===== src/sv/iekfz_pkg.sv =====
// Shared types, constants and helper functions for the zero-velocity-aided inertial filter.
package iekfz_pkg;

    // Covariance fraction bits (Q16.F), usable from 24 to 40.
    localparam int COV_FRAC_BITS = 32;

    localparam int SW        = 48;          // state word width
    localparam int PW        = 2 * SW;      // full product width
    localparam int IN_W      = 312;         // packed input item
    localparam int OUT_W     = 192;         // packed result item
    localparam int AXES      = 3;
    localparam int MUL_STEPS = 3;           // 48x16 partial products per multiply
    localparam int DIV_STEPS = SW;          // one quotient bit per cycle
    localparam int STEP_W    = $clog2(DIV_STEPS);
    localparam int NUM_SRC   = 12;

    localparam logic [SW-1:0] COV_INIT =
        SW'(((64'd1 << COV_FRAC_BITS) + 64'd500) / 64'd1000);
    localparam int COV_LSH = (COV_FRAC_BITS >= 32) ? COV_FRAC_BITS - 32 : 0;
    localparam int COV_RSH = (COV_FRAC_BITS < 32) ? 32 - COV_FRAC_BITS : 1;

    localparam logic [31:0] GRAVITY_Q16 = 32'd642908;   // 9.81 in Q16.16

    localparam logic [31:0] GYRO_THR_RST  = 32'd65536;
    localparam logic [31:0] ACCEL_THR_RST = 32'd6554;
    localparam logic [31:0] PROC_NS_RST   = 32'd429497;
    localparam logic [31:0] MEAS_NS_RST   = 32'd42949673;

    localparam logic [1:0] CFG_GYRO_THR  = 2'd0;
    localparam logic [1:0] CFG_ACCEL_THR = 2'd1;
    localparam logic [1:0] CFG_PROC_NS   = 2'd2;
    localparam logic [1:0] CFG_MEAS_NS   = 2'd3;

    typedef logic [4:0] t_op;
    localparam t_op OP_DT2       = 5'd0;
    localparam t_op OP_STAT_LAST = 5'd5;
    localparam t_op OP_PRED_FIRST = 5'd6;
    localparam t_op OP_PRED_LAST = 5'd11;
    localparam t_op OP_UPD_FIRST = 5'd12;
    localparam t_op OP_UPD_LAST  = 5'd16;

    typedef enum logic [3:0] {
        ST_IDLE, ST_MUL, ST_RND, ST_DIV_INIT, ST_DIV_STEP, ST_DIV_FIN, ST_DECIDE,
        ST_LOAD_AXIS, ST_PREDICT, ST_CHECK_S, ST_UPDATE, ST_STORE, ST_OUT
    } t_state;

    typedef enum logic [3:0] {
        ACT_NONE, ACT_LOAD_IN, ACT_MUL, ACT_RND, ACT_DIV_INIT, ACT_DIV_STEP,
        ACT_DIV_FIN, ACT_DECIDE, ACT_LOAD_AXIS, ACT_PREDICT, ACT_CHECK_S,
        ACT_UPDATE, ACT_STORE, ACT_OUT
    } t_act;

    typedef enum logic [3:0] {
        SRC_DT, SRC_BX, SRC_BY, SRC_BZ, SRC_UP, SRC_LW, SRC_ACC, SRC_V,
        SRC_PV, SRC_VV, SRC_DT2, SRC_R
    } t_src;

    typedef enum logic [2:0] {
        DV_RAW, DV_S8, DV_S23, DV_S24, DV_S33, DV_S48, DV_S
    } t_div;

    typedef enum logic [3:0] {
        DS_DT2, DS_N2, DS_UPSQ, DS_LWSQ, DS_T0, DS_T1, DS_T2, DS_T3, DS_T4, DS_T5
    } t_dst;

    typedef struct packed {
        t_src a;
        t_src b;
        t_div dv;
        t_dst dst;
    } t_uop;

    typedef struct packed {
        t_act              act;
        t_op               op;
        logic [STEP_W-1:0] step;
        logic [1:0]        axis;
    } t_cmd;

    typedef struct packed {
        logic still;
        logic s_pos;
        logic out_free;
    } t_sts;

    // Micro-op program: stationary test, per-axis predict, per-axis update.
    function automatic t_uop uop_rom(input t_op op);
        t_uop u;
        case (op)
            5'd0:    u = '{SRC_DT,  SRC_DT,  DV_RAW, DS_DT2};
            5'd1:    u = '{SRC_BX,  SRC_BX,  DV_RAW, DS_N2};
            5'd2:    u = '{SRC_BY,  SRC_BY,  DV_RAW, DS_N2};
            5'd3:    u = '{SRC_BZ,  SRC_BZ,  DV_RAW, DS_N2};
            5'd4:    u = '{SRC_UP,  SRC_UP,  DV_RAW, DS_UPSQ};
            5'd5:    u = '{SRC_LW,  SRC_LW,  DV_RAW, DS_LWSQ};
            5'd6:    u = '{SRC_V,   SRC_DT,  DV_S24, DS_T0};
            5'd7:    u = '{SRC_ACC, SRC_DT2, DV_S33, DS_T1};
            5'd8:    u = '{SRC_ACC, SRC_DT,  DV_S8,  DS_T2};
            5'd9:    u = '{SRC_PV,  SRC_DT,  DV_S23, DS_T3};
            5'd10:   u = '{SRC_VV,  SRC_DT2, DV_S48, DS_T4};
            5'd11:   u = '{SRC_VV,  SRC_DT,  DV_S24, DS_T5};
            5'd12:   u = '{SRC_PV,  SRC_V,   DV_S,   DS_T0};
            5'd13:   u = '{SRC_V,   SRC_R,   DV_S,   DS_T1};
            5'd14:   u = '{SRC_PV,  SRC_PV,  DV_S,   DS_T2};
            5'd15:   u = '{SRC_PV,  SRC_R,   DV_S,   DS_T3};
            5'd16:   u = '{SRC_VV,  SRC_R,   DV_S,   DS_T4};
            default: u = '{SRC_DT,  SRC_DT,  DV_RAW, DS_T5};
        endcase
        return u;
    endfunction

    // Noise register (Q0.32) to covariance format.
    function automatic logic [SW-1:0] to_cov(input logic [31:0] v);
        logic [SW-1:0] x;
        x = SW'(v);
        if (COV_FRAC_BITS >= 32)
            return x << COV_LSH;
        else
            return (x + (SW'(1) << (COV_RSH - 1))) >> COV_RSH;
    endfunction

    function automatic logic [SW+3:0] ext52(input logic [SW-1:0] x);
        return {{4{x[SW-1]}}, x};
    endfunction

    function automatic logic [SW-1:0] sat48(input logic [SW+3:0] x);
        logic signed [SW+3:0] xs, hi_lim, lo_lim;
        xs     = x;
        hi_lim = {5'b00000, {(SW-1){1'b1}}};
        lo_lim = {5'b11111, {(SW-1){1'b0}}};
        if (xs > hi_lim)
            return {1'b0, {(SW-1){1'b1}}};
        else if (xs < lo_lim)
            return {1'b1, {(SW-1){1'b0}}};
        else
            return x[SW-1:0];
    endfunction

endpackage


===== src/sv/iekfz_ctrl.sv =====
// Sequencer state machine: steps the micro-op program over the stationary test and three axes.
module iekfz_ctrl (
    input  logic            i_clk,
    input  logic            i_rst_n,
    input  logic            i_in_valid,
    output logic            o_in_ready,
    input  iekfz_pkg::t_sts i_sts,
    output iekfz_pkg::t_cmd o_cmd
);
    import iekfz_pkg::*;

    t_state            r_state, n_state;
    t_op               r_op, n_op;
    logic [STEP_W-1:0] r_step, n_step;
    logic [1:0]        r_axis, n_axis;
    t_uop              uop;
    t_state            adv_state;
    t_op               adv_op;

    always_ff @(posedge i_clk) begin
        if (!i_rst_n) begin
            r_state <= ST_IDLE;
            r_op    <= OP_DT2;
            r_step  <= '0;
            r_axis  <= '0;
        end else begin
            r_state <= n_state;
            r_op    <= n_op;
            r_step  <= n_step;
            r_axis  <= n_axis;
        end
    end

    assign uop = uop_rom(r_op);

    // next step after a micro-op finishes
    always_comb begin
        adv_op = r_op;
        if (r_op == OP_STAT_LAST) begin
            adv_state = ST_DECIDE;
        end else if (r_op == OP_PRED_LAST) begin
            adv_state = ST_PREDICT;
        end else if (r_op == OP_UPD_LAST) begin
            adv_state = ST_UPDATE;
        end else begin
            adv_state = ST_MUL;
            adv_op    = r_op + 5'd1;
        end
    end

    always_comb begin
        n_state    = r_state;
        n_op       = r_op;
        n_step     = r_step;
        n_axis     = r_axis;
        o_in_ready = 1'b0;
        o_cmd.act  = ACT_NONE;
        o_cmd.op   = r_op;
        o_cmd.step = r_step;
        o_cmd.axis = r_axis;
        case (r_state)
            ST_IDLE: begin
                o_in_ready = 1'b1;
                if (i_in_valid) begin
                    o_cmd.act = ACT_LOAD_IN;
                    n_op      = OP_DT2;
                    n_step    = '0;
                    n_state   = ST_MUL;
                end
            end
            ST_MUL: begin
                o_cmd.act = ACT_MUL;
                if (r_step == STEP_W'(MUL_STEPS - 1)) begin
                    n_step  = '0;
                    n_state = (uop.dv == DV_S) ? ST_DIV_INIT : ST_RND;
                end else begin
                    n_step = r_step + 1'b1;
                end
            end
            ST_RND: begin
                o_cmd.act = ACT_RND;
                n_state   = adv_state;
                n_op      = adv_op;
            end
            ST_DIV_INIT: begin
                o_cmd.act = ACT_DIV_INIT;
                n_step    = '0;
                n_state   = ST_DIV_STEP;
            end
            ST_DIV_STEP: begin
                o_cmd.act = ACT_DIV_STEP;
                if (r_step == STEP_W'(DIV_STEPS - 1)) begin
                    n_step  = '0;
                    n_state = ST_DIV_FIN;
                end else begin
                    n_step = r_step + 1'b1;
                end
            end
            ST_DIV_FIN: begin
                o_cmd.act = ACT_DIV_FIN;
                n_state   = adv_state;
                n_op      = adv_op;
            end
            ST_DECIDE: begin
                o_cmd.act = ACT_DECIDE;
                n_axis    = '0;
                n_state   = ST_LOAD_AXIS;
            end
            ST_LOAD_AXIS: begin
                o_cmd.act = ACT_LOAD_AXIS;
                n_op      = OP_PRED_FIRST;
                n_state   = ST_MUL;
            end
            ST_PREDICT: begin
                o_cmd.act = ACT_PREDICT;
                n_state   = ST_CHECK_S;
            end
            ST_CHECK_S: begin
                o_cmd.act = ACT_CHECK_S;
                if (i_sts.still && i_sts.s_pos) begin
                    n_op    = OP_UPD_FIRST;
                    n_state = ST_MUL;
                end else begin
                    n_state = ST_STORE;
                end
            end
            ST_UPDATE: begin
                o_cmd.act = ACT_UPDATE;
                n_state   = ST_STORE;
            end
            ST_STORE: begin
                o_cmd.act = ACT_STORE;
                if (r_axis == 2'(AXES - 1)) begin
                    n_state = ST_OUT;
                end else begin
                    n_axis  = r_axis + 2'd1;
                    n_state = ST_LOAD_AXIS;
                end
            end
            ST_OUT: begin
                if (i_sts.out_free) begin
                    o_cmd.act = ACT_OUT;
                    n_state   = ST_IDLE;
                end
            end
            default: begin
                n_state = ST_IDLE;
            end
        endcase
    end

    a_accept_starts: assert property (@(posedge i_clk) disable iff (!i_rst_n)
        (i_in_valid && o_in_ready) |=> (r_state == ST_MUL && r_op == OP_DT2 && r_step == '0))
        else $error("accepted item did not start the program");
    a_update_only_still: assert property (@(posedge i_clk) disable iff (!i_rst_n)
        (r_state == ST_MUL && r_op >= OP_UPD_FIRST) |-> i_sts.still)
        else $error("update ops running on a moving sample");
    a_axis_range: assert property (@(posedge i_clk) disable iff (!i_rst_n)
        r_axis != 2'd3)
        else $error("axis counter out of range");
    a_op_range: assert property (@(posedge i_clk) disable iff (!i_rst_n)
        (r_state == ST_MUL) |-> (r_op <= OP_UPD_LAST))
        else $error("micro-op index out of range");

endmodule


===== config.mk =====
export PLATFORM = sky130hd
export DESIGN_NAME = iekfz_ctrl
export DESIGN_NICKNAME = d
export VERILOG_FILES = /design/src/sv/iekfz_pkg.sv /design/src/sv/iekfz_ctrl.sv
export SDC_FILE = /design/constraint.sdc
export NUM_CORES = 1
export LEC_CHECK = 0
export CORE_UTILIZATION = 60
export DETAILED_ROUTE_END_ITERATION = 8
export DONT_BUFFER_PORTS = 1
export PLACE_DENSITY = 0.76
export SLEW_MARGIN = 20
export SYNTH_ARGS = -nofsm -noshare
export SYNTH_HDL_FRONTEND = slang
export SYNTH_SLANG_ARGS = --single-unit

===== constraint.sdc =====
create_clock -name i_clk -period 5.53 [get_ports i_clk]
set_clock_uncertainty 0.1 [all_clocks]
set_input_delay 0.553 -clock i_clk [delete_from_list [all_inputs] [get_ports i_clk]]
set_output_delay 0.553 -clock i_clk [all_outputs]
set_load 0.01 [all_outputs]

==> results of run 1 <==
[worst max-delay path, cell delays in order (launching register included)]
cell and delay [ns]:
dfxtp_1 0.74, nand4bb_1 0.36, a21oi_1 0.57, or3_4 0.28
mux2_4 0.33, a21o_1 0.17, a22oi_2 0.12, o21ai_1 0.07
[logic make-up after synthesis]
family	share of synthesized area
multiplexers	0.0165
buffers and inverters	0.0609
flip-flops	0.264
AND/OR/NAND/NOR	0.280
adder cells (fa/ha/maj)	0.0494
AO/OA/AOI/OAI	0.312
XOR/XNOR	0.0173
[cell usage after synthesis, drive strengths merged (2+ instances only)]
cell type / n / area (µm²)
nor3: 6 / 30.0
a32oi: 2 / 17.5
o22ai: 2 / 12.5
o21ai: 14 / 81.3
a211oi: 5 / 42.5
dfxtp: 20 / 400
nor2: 18 / 67.6
nand2: 22 / 82.6
a21o: 4 / 30.0
buf: 4 / 25.0
inv: 11 / 41.3
nand4bb: 3 / 33.8
a21oi: 19 / 95.1
or3: 4 / 30.0
a31oi: 3 / 18.8
nand3b: 4 / 30.0
o31ai: 5 / 37.5
o311a: 2 / 31.3
or4bb: 2 / 22.5
nand4: 3 / 18.8
ha: 6 / 75.1
clkbuf: 6 / 22.5
nand3: 3 / 15.0
and2: 4 / 26.3
xnor2: 2 / 17.5
and3: 3 / 18.8
a31o: 2 / 17.5
[through the flow]
| stage | area [µm²] | utilization | total power, W | hold slack, ns |
|---|---|---|---|---|
| 6_report | 1560 | 0.679 | 0.000515 | 0.262 |
| 3_3_place_gp | 1510 | 0.656 | 0.000391 | 0.410 |
| 4_1_cts | 1560 | 0.679 | 0.000513 | 0.256 |
| 3_5_place_dp | 1510 | 0.656 | 0.000394 | 0.428 |
| 5_1_grt | 1560 | 0.679 | 0.000544 | 0.261 |
| 2_1_floorplan | 1520 | - | 0.000360 | 0.400 |
[flip-flops by register name (all words and copies together), names as in the netlist]
| register | flops |
|---|---|
| uop | 3 |
| r_state | 4 |
| r_step | 6 |
| r_op | 5 |
| r_axis | 2 |
[placed cells by master, fill, tap and decap left out, types with 4 or more instances in the layout]
cell type / synthesis / layout
nand2_1: 22 / 22
a21o_1: 4 / 4
ha_1: 6 / 6
o31ai_1: 5 / 5
a21oi_1: 19 / 19
nand3b_1: 4 / 4
inv_1: 11 / 11
nor3_1: 6 / 6
a211oi_1: 4 / 4
dfxtp_1: 20 / 20
nor2_1: 18 / 18
o21ai_0: 12 / 12
[cell type report]
class	count	share of cell area
clock buffer	3	0.0144
clock inverter	1	0.0193
inverter	12	0.0289
multi-input combinational	157	0.658
sequential	20	0.257
tap	28	0.0225
[how the worst max path moves through the flow]
stage	startpoint	endpoint	slack, ns	cells past startpoint
2_1_floorplan	r_op[0]$_SDFFE_PN0N_	uop[6]$_DFF_P_	3.11	8
3_3_place_gp	r_state[0]$_SDFFE_PN0P_	uop[6]$_DFF_P_	2.75	7
3_5_place_dp	r_state[0]$_SDFFE_PN0P_	uop[6]$_DFF_P_	2.76	7
4_1_cts	r_state[0]$_SDFFE_PN0P_	uop[6]$_DFF_P_	2.73	7
5_1_grt	r_state[0]$_SDFFE_PN0P_	uop[4]$_SDFF_PP0_	2.46	7
6_report	r_state[0]$_SDFFE_PN0P_	uop[6]$_DFF_P_	2.69	7
[per-layer routing]
| layer | up-vias | global-route usage | part of all wire |
|---|---|---|---|
| li1 | 727 | - | - |
| met1 | 679 | 0.429 | 0.47 |
| met2 | 60 | 0.395 | 0.44 |
| met3 | 7 | 0.0493 | 0.069 |
| met4 | 0 | 0.101 | 0.016 |
| met5 | - | 0 | 0 |
[report_power, final]
group | switching (W) | total [W] | internal [W]
clock | 0.0000477 | 0.000121 | 0.0000732
combinational | 0.000115 | 0.000197 | 0.0000819
sequential | 0.0000413 | 0.000198 | 0.000156
total | 0.000204 | 0.000515 | 0.000312
==> run metrics, run 1 <==
Worst Hold Path EP=r_state[2]$_SDFFE_PN0P_; clock slew at reported path FFs=0.12 ns; TritonCTS clock tree=done; Hold Path Class=primary input to flip-flop; CP arrival=2.95 ns; sequential standard cell area=400 µm²; FMAX=352 MHz; Top FF cell, synth=dfxtp_1; area of the die=2740 µm²; initial antenna violation count=0; CTS resizes=0; sequential share of the synthesized area=0.264; reg2reg setup slack=2.69 ns; Max-cap violations=0; share of layout cells above drive strength 1=0.0777; worst skew pair latency=0.30 ns; max_slew headroom=0.558; Final Hold Violating Endpoints=0; CTS hold repair buffers=0; largest net degree at the start of global routing=23; core box area=2300 µm²; first-pass GRT wire length=5740 µm; ys async rst share=0; vias=1,473; flops & latches, synth=20; Slew @ Worst Pin=0.662 ns; post-route minimum period=2.84 ns; post-place setup slack=2.76 ns; Final Max Slew Viols=0; Mapped Area=1520 µm²; syn nets=211; Starting Density=0.661; Routed WL=3570 µm; DRC errors left=0; DRT iter0 DRCs=48; Nets=206; Mapped Cells=199; peak supply drop=269 µV; Inserted Diodes=0; startpoint of the worst hold path=i_rst_n; Total Routing Usage GR=0.283; Post-DRT Antenna Nets=0; Fillers=211; multi-input logic area=1030 µm²; status=completed; # setup viols final=0; Post-synth EDFFs=0; Req. time, crit path=5.64 ns; DP Cell Count=217; CP Class=flip-flop to flip-flop; GPL Wtd Cong=0.910; die height=52.3 µm; RSZ-0062 raised after global routing=false; die width=52.3 µm; worst r2r src=r_state[0]$_SDFFE_PN0P_; CP Launch Type=flip-flop; Worst Setup Slack, final=2.69 ns; setup_tns=0 ns; reg2reg path depth=7; CTS Buffer Depth=2; Top Ports=24; Buffers on Ports=0; hold path cells=1; Detailed Place HPWL=2610 µm; PwrDens=331 nW/µm²; DR vias/cell=6.67; GR Overflow Total=0; row count=17; Num CTS Buffers=3; CTS sink cnt=20; vias in the first global route=1,219; First-pass DRT Iterations=4; Avg Inst Size Synth=7.63 µm²; synth warn=0; fin crit share=0.514; area delta synth->final=2.64%; Synth cell types=55; Pleak=0.544 nW; post-CTS setup buffer count=0; crit end category=flip-flop; H-tree levels=1; clk root buf=clkbuf_4; Critical R2R Capture=uop[6]$_DFF_P_; Non-Filler Instances=221; DR WL/cell=16.2 µm; CP max FO=19
Note: power is estimated with default switching activity, not from simulation.
==> run 2, diff against run 1 <==
--- a/config.mk
+++ b/config.mk
@@ -5,10 +5,11 @@
 export SDC_FILE = /design/constraint.sdc
 export NUM_CORES = 1
 export LEC_CHECK = 0
-export CORE_UTILIZATION = 60
+export ABC_AREA = 1
+export CORE_UTILIZATION = 57
 export DETAILED_ROUTE_END_ITERATION = 8
 export DONT_BUFFER_PORTS = 1
-export PLACE_DENSITY = 0.76
+export PLACE_DENSITY = 0.75
 export SLEW_MARGIN = 20
 export SYNTH_ARGS = -nofsm -noshare
 export SYNTH_HDL_FRONTEND = slang
==> constraint.sdc (replaced) <==
create_clock -name i_clk -period 2.4 [get_ports i_clk]
set_clock_uncertainty 0.1 [all_clocks]
set_input_delay 0.24 -clock i_clk [delete_from_list [all_inputs] [get_ports i_clk]]
set_output_delay 0.24 -clock i_clk [all_outputs]
set_load 0.01 [all_outputs]
==> run 2 against run 1 <==
Core utilization fell by 3.7 points. Design area rose by 4.8%. Count of clock-buffer cells in the layout rose by 1. Register-to-register slack got worse by 2.4 ns. Largest cell class unchanged. Combinational power rose to 4.0 times the previous value. Critical path type unchanged. Sequential power rose to 2.7 times the previous value. Worst setup slack got worse by 2.4 ns.
==> run metrics, run 2 <==
leading cell types in the layout, fill and taps excluded=nand2_1 (56), inv_1 (32), nor2_1 (22) (was nand2_1 (22), dfxtp_1 (20), a21oi_1 (19)); synth warn=0 (unchanged); max_slew headroom=0.669 (was 0.558); Slew @ Worst Pin=0.492 ns (was 0.662 ns); DRT iter0 DRCs=46 (was 48); vias in the first global route=1,224 (was 1,219); initial antenna violation count=0 (unchanged); CP arrival=2.27 ns (was 2.95 ns); Mapped Cells=238 (was 199); core box area=2540 µm² (was 2300 µm²); startpoint of the worst hold path=i_rst_n (unchanged); Hold Path Class=primary input to flip-flop (unchanged); Post-DRT Antenna Nets=0 (unchanged); Inserted Diodes=0 (unchanged); flops & latches, synth=20 (unchanged); DRC errors left=0 (unchanged); Buffers on Ports=0 (unchanged); Non-Filler Instances=270 (was 221); DR vias/cell=5.38 (was 6.67); crit path from=r_state[2]$_SDFFE_PN0P_ (was r_state[0]$_SDFFE_PN0P_); Post-synth EDFFs=0 (unchanged); Final Hold Violating Endpoints=0 (unchanged); top-area cell type share of the netlist area=0.253 (was 0.264); CP Class=flip-flop to flip-flop (unchanged); area delta synth->final=3.32% (was 2.64%); First-pass DRT Iterations=4 (unchanged); GPL Wtd Cong=0.856 (was 0.910); DR WL/cell=12.0 µm (was 16.2 µm); Top reg by flops=r_step (unchanged); first-pass GRT wire length=5310 µm (was 5740 µm); DP Cell Count=265 (was 217); top flop regs=r_step: 6 flops, r_op: 5 flops, r_state: 4 flops (unchanged); syn nets=250 (was 211); Routed WL=3230 µm (was 3570 µm); # setup viols final=0 (unchanged); crit path cell chain=inv_2 > nor2_2 > nand2_2 > nand2_2 > inv_1 > nand3_4 > nand2_1 > nor2_2 > nand2_1 > nand3_2 > nand2_2 > nor2_1 > nand2_1 > o21ai_1 (was nand4bb_1 > a21oi_1 > or3_4 > mux2_4 > a21o_1 > a22oi_2 > o21ai_1); vias=1,452 (was 1,473); share of layout cells above drive strength 1=0.192 (was 0.0777); worst r2r src=r_state[2]$_SDFFE_PN0P_ (was r_state[0]$_SDFFE_PN0P_); Avg Inst Size Synth=6.65 µm² (was 7.63 µm²); peak supply drop=657 µV (was 269 µV); Final Max Slew Viols=0 (unchanged); status=completed (unchanged); Detailed Place HPWL=2610 µm (about the same); Num CTS Buffers=3 (unchanged); Mapped Area=1580 µm² (was 1520 µm²); setup_tns=0 ns (unchanged); GR Overflow Total=0 (unchanged); area of the die=2990 µm² (was 2740 µm²); CP max FO=11 (was 19); row count=18 (was 17); Nets=253 (was 206); crit end category=flip-flop (unchanged); ys async rst share=0 (unchanged); most frequent cell after synthesis=nand2_1 (unchanged); CTS Buffer Depth=2 (unchanged); top cells by count, synth=nand2_1 (56), inv_1 (32), nor2_1 (22) (was nand2_1 (22), dfxtp_1 (20), a21oi_1 (19)); highest-delay cell along the critical path=dfxtp_1 (unchanged); RSZ-0062 raised after global routing=false (unchanged); fin crit share=0.889 (was 0.514); Pleak=0.786 nW (was 0.544 nW); Top FF cell, synth=dfxtp_1 (unchanged); Fillers=242 (was 211); flip-flop count of the largest register after layout=6 (unchanged); most common cell after layout, fill and taps aside=nand2_1 (unchanged); Max-cap violations=0 (unchanged); PwrDens=922 nW/µm² (was 331 nW/µm²); clk root buf=clkbuf_4 (unchanged); FMAX=469 MHz (was 352 MHz); Starting Density=0.621 (was 0.661); clock slew at reported path FFs=0.11 ns (was 0.12 ns); Total Routing Usage GR=0.245 (was 0.283); Area contributors post-synth=dfxtp_1 (25%), nand2_1 (13%), inv_1 (7.6%), nor2_1 (5.2%), ha_1 (4.7%) (was dfxtp_1 (26%), a21oi_1 (6.3%), nand2_1 (5.4%), ha_1 (4.9%), nor2_1 (4.4%)); post-route minimum period=2.13 ns (was 2.84 ns); Top Ports=24 (unchanged); largest net degree at the start of global routing=12 (was 23); die height=54.7 µm (was 52.3 µm); CP Launch Type=flip-flop (unchanged); CTS sink cnt=20 (unchanged); Synth cell types=35 (was 55); TritonCTS clock tree=done (unchanged); Req. time, crit path=2.53 ns (was 5.64 ns); sequential share of the synthesized area=0.253 (was 0.264); worst skew pair latency=0.30 ns (about the same); Synth area leader=dfxtp_1 (unchanged); post-CTS setup buffer count=0 (unchanged); die width=54.7 µm (was 52.3 µm); H-tree levels=1 (unchanged); CP peak stage delay=0.49 ns (was 0.74 ns)
run 2: stage by stage:
step           hold WS [ns]  power (W)  setup slack, ns  cell area, µm²   util
2_1_floorplan         0.405    0.00119            0.557            1580      -
3_3_place_gp          0.282    0.00132            0.231            1590  0.623
3_5_place_dp          0.294    0.00131            0.254            1590  0.623
4_1_cts              0.0138    0.00151            0.222            1630  0.642
5_1_grt              0.0290    0.00165           0.0404            1630  0.642
6_report             0.0186    0.00151            0.267            1630  0.642
run 2: where the power goes:
part | total, W | switching, W | internal [W]
registers | 0.000526 | 0.000126 | 0.000400
clock network | 0.000193 | 0.000101 | 0.0000925
logic | 0.000788 | 0.000527 | 0.000261
run 2: layout make-up:
type,instances,area (µm²),area share
clock buffer,4,36.3,0.0222
inverter,40,150,0.0919
multi-input combinational,174,991,0.606
sequential,20,402,0.246
tap,30,37.5,0.0230
timing repair buffer,2,17.5,0.0107
run 2: cell families (layout without fill, tap and decap cells):
group	after synthesis	in the layout	synth area share
and+or+nand+nor	135	135	0.449
buffers and inverters	44	46	0.120
AOI/OAI and AO/OA	31	31	0.119
DFF	20	20	0.253
adders and majority gates	6	6	0.0475
xor gates and xnor gates	2	2	0.0111
run 2: routing by layer:
layer	vias to the layer above	global-route usage	routed length [µm]
met3	2	0.0417	145
met4	0	0.0726	18
li1	775	-	-
met2	34	0.369	1410
met1	641	0.351	1660
met5	-	0	0
run 2: worst paths after layout:
kind | end | slack, ns | depth (start not counted)
worst max register to register | uop[5]$_DFF_P_ | 0.27 | 14
worst min-delay path | r_op[1]$_SDFFE_PN0N_ | 0.02 | 2
worst max-delay path | uop[5]$_DFF_P_ | 0.27 | 14
worst min register to register | r_step[1]$_SDFFE_PN0P_ | 0.47 | 2
run 2: critical path, delay by kind of cell (launching register included):
family                 cells  cell delay [ns]
and+or+nand+nor           11             1.20
AOI/OAI and AO/OA          1             0.07
DFF                        1             0.49
buffers and inverters      2             0.21
run 2: what timing repair did:
item                       CTS  global route
hold buffers                 1             0
hold endpoints to repair     2             0
gates resized for setup      0             1
setup endpoints to repair    0             3
==> run 3, diff against run 2 <==
--- a/config.mk
+++ b/config.mk
@@ -5,11 +5,12 @@
 export SDC_FILE = /design/constraint.sdc
 export NUM_CORES = 1
 export LEC_CHECK = 0
-export ABC_AREA = 1
-export CORE_UTILIZATION = 57
+export CORE_MARGIN = 1.5
+export CORE_UTILIZATION = 59
+export CTS_BUF_LIST = sky130_fd_sc_hd__clkbuf_4
 export DETAILED_ROUTE_END_ITERATION = 8
 export DONT_BUFFER_PORTS = 1
-export PLACE_DENSITY = 0.75
+export PLACE_DENSITY = 0.78
 export SLEW_MARGIN = 20
 export SYNTH_ARGS = -nofsm -noshare
 export SYNTH_HDL_FRONTEND = slang
==> run 3 against run 2 <==
Flip-flop and latch count is the same. Combinational power down 23%. Worst setup slack lost 0.19 ns. Clock power increased by 47%. Total power decreased by 13%. Die area fell by 3.4%. Non-clock buffer count up 24. Count of clock-buffer cells in the layout fell by 1. Critical path type unchanged. Routed wire length up 42%. Via count rose by 16%. First-iteration DRC count grew 48%.
==> run metrics, run 3 (synthesis results as in run 1) <==
Final Hold Violating Endpoints=0 (unchanged); CTS sink cnt=20 (unchanged); most common cell after layout, fill and taps aside=buf_4 (was nand2_1); Top Ports=24 (unchanged); share of layout cells above drive strength 1=0.269 (was 0.192); DRC errors left=0 (unchanged); Layout Utilization=0.752 (was 0.642); GPL Wtd Cong=0.962 (was 0.856); DR vias/cell=6.74 (was 5.38); CP max FO=5 (was 11); area delta synth->final=21.5% (was 3.32%); vias in the first global route=1,444 (was 1,224); leading cell types in the layout, fill and taps excluded=buf_4 (24), nand2_1 (22), nor2_1 (18) (was nand2_1 (56), inv_1 (32), nor2_1 (22)); H-tree levels=1 (unchanged); Num CTS Buffers=3 (unchanged); TritonCTS clock tree=done (unchanged); core box area=2450 µm² (was 2540 µm²); CP peak stage delay=0.46 ns (was 0.49 ns); flip-flop count of the largest register after layout=6 (unchanged); GR Overflow Total=0 (unchanged); Cell Area, Placed=1670 µm² (was 1590 µm²); top flop regs=r_step: 6 flops, r_op: 5 flops, r_state: 4 flops (unchanged); FMAX=431 MHz (was 469 MHz); multi-input logic area=1090 µm² (was 991 µm²); post-route minimum period=2.32 ns (was 2.13 ns); CTS Buffer Depth=2 (unchanged); largest net degree at the start of global routing=16 (was 12); # setup viols final=0 (unchanged); Slew @ Worst Pin=0.606 ns (was 0.492 ns); CP Class=flip-flop to flip-flop (unchanged); Final Max Slew Viols=0 (unchanged); Top reg by flops=r_step (unchanged); Routed WL=4600 µm (was 3230 µm); Buffers on Ports=0 (unchanged); DRT iter0 DRCs=68 (was 46); CP Launch Type=flip-flop (unchanged); die width=53.7 µm (was 54.7 µm); First-pass DRT Iterations=5 (was 4); row count=18 (unchanged); max_slew headroom=0.591 (was 0.669); peak supply drop=666 µV (was 657 µV); Inserted Diodes=0 (unchanged); Starting Density=0.619 (was 0.621); Pleak=0.686 nW (was 0.786 nW); grt peak-use layer=met2 (unchanged); Fillers=180 (was 242); fin crit share=0.967 (was 0.889); Post-DRT Antenna Nets=0 (unchanged); clock slew at reported path FFs=0.12 ns (was 0.11 ns); CP arrival=2.43 ns (was 2.27 ns); DR WL/cell=18.5 µm (was 12.0 µm); crit path cell chain=ha_4 > or4bb_4 > a32oi_2 > or3_4 > mux2_4 > a21o_1 > a22oi_2 > o21ai_1 (was inv_2 > nor2_2 > nand2_2 > nand2_2 > inv_1 > nand3_4 > nand2_1 > nor2_2 > nand2_1 > nand3_2 > nand2_2 > nor2_1 > nand2_1 > o21ai_1); worst skew pair latency=0.31 ns (was 0.30 ns); first-pass GRT wire length=6560 µm (was 5310 µm); post-route cell area=1850 µm² (was 1630 µm²); Detailed Place HPWL=3110 µm (was 2610 µm); initial antenna violation count=0 (unchanged); die height=53.7 µm (was 54.7 µm); Global Route met3 Usage=0.0361 (was 0.0417); clk root buf=clkbuf_4 (unchanged); vias=1,678 (was 1,452); sequential standard cell area=415 µm² (was 402 µm²); highest-delay cell along the critical path=or4bb_4 (was dfxtp_1); Req. time, crit path=2.51 ns (was 2.53 ns); Max-cap violations=0 (unchanged); routing usage on met2=0.490 (was 0.369); Power Total=0.00131 W (was 0.00151 W); crit end category=flip-flop (unchanged); Total Routing Usage GR=0.310 (was 0.245); PwrDens=709 nW/µm² (was 922 nW/µm²); status=completed (unchanged); met1 GRT Util=0.432 (was 0.351); Nets=232 (was 253); area of the die=2890 µm² (was 2990 µm²); Hold Path Class=primary input to flip-flop (unchanged)
run 3: changes by cell type in the layout (fill, tap and decap cells not counted), sizes merged, moves of 8 or more:
cell / before / now
a21oi: 11 / 19
buf: 1 / 25
inv: 40 / 11
nand2: 68 / 22
nand3: 16 / 3
nor2: 33 / 18
run 3: worst max-delay path: cells and delay by family (launching register included):
family | cells | cell delay, ns
flip-flops | 1 | 0.40
adder cells (fa/ha/maj) | 1 | 0.13
multiplexers | 1 | 0.33
AND/OR/NAND/NOR | 2 | 0.65
AO/OA/AOI/OAI | 4 | 0.60
run 3: power breakdown:
group	total (W)	internal, W	leakage (nW)	switching, W
logic	0.000609	0.000250	0.493	0.000358
registers	0.000417	0.000363	0.165	0.0000541
clock network	0.000283	0.000169	0.0279	0.000114
total	0.00131	0.000782	0.686	0.000527
run 3: worst paths after layout:
path / startpoint / to / slack, ns / cells after the start
setup / recovery: r_op[0]$_SDFFE_PN0N_ / uop[6]$_DFF_P_ / 0.08 / 8
hold / removal: i_rst_n / r_op[4]$_SDFFE_PN0N_ / 0.04 / 1
setup reg to reg: r_op[0]$_SDFFE_PN0N_ / uop[6]$_DFF_P_ / 0.08 / 8
hold reg to reg: r_axis[0]$_SDFFE_PN0P_ / r_axis[0]$_SDFFE_PN0P_ / 0.45 / 2
run 3: repair_timing:
| action | CTS | global route |
|---|---|---|
| setup buffers | 0 | 4 |
| pin swaps | 0 | 9 |
| endpoints found under the hold margin | 2 | 0 |
| resized for setup | 2 | 22 |
| hold buffers | 1 | 0 |
| endpoints found under the setup margin | 3 | 3 |
run 3: layout make-up:
cell class	count	area share
clock buffers	3	0.0122
clock inverters	1	0.0163
inverters	12	0.0244
multi-input cells	157	0.593
flip-flops and latches	20	0.225
well taps	30	0.0203
repair buffers	26	0.109
run 3: per-layer routing:
layer	vias up	share of wire
met2	89	0.47
met1	795	0.43
li1	780	-
met5	-	0
met4	0	0.024
met3	14	0.081
run 3: per-stage QoR:
stage | setup WS (ns) | hold slack (ns) | TNS [ns] | std cells
after CTS | 0.00399 | 0.0436 | 0 | 245
final | 0.0804 | 0.0411 | 0 | 249
after global routing | -0.0210 | 0.0586 | -0.0386 | 249
after floorplan | 0.0261 | 0.262 | 0 | 199
after global placement | 0.0899 | 0.270 | 0 | 240
after detailed placement | 0.0317 | 0.267 | 0 | 240
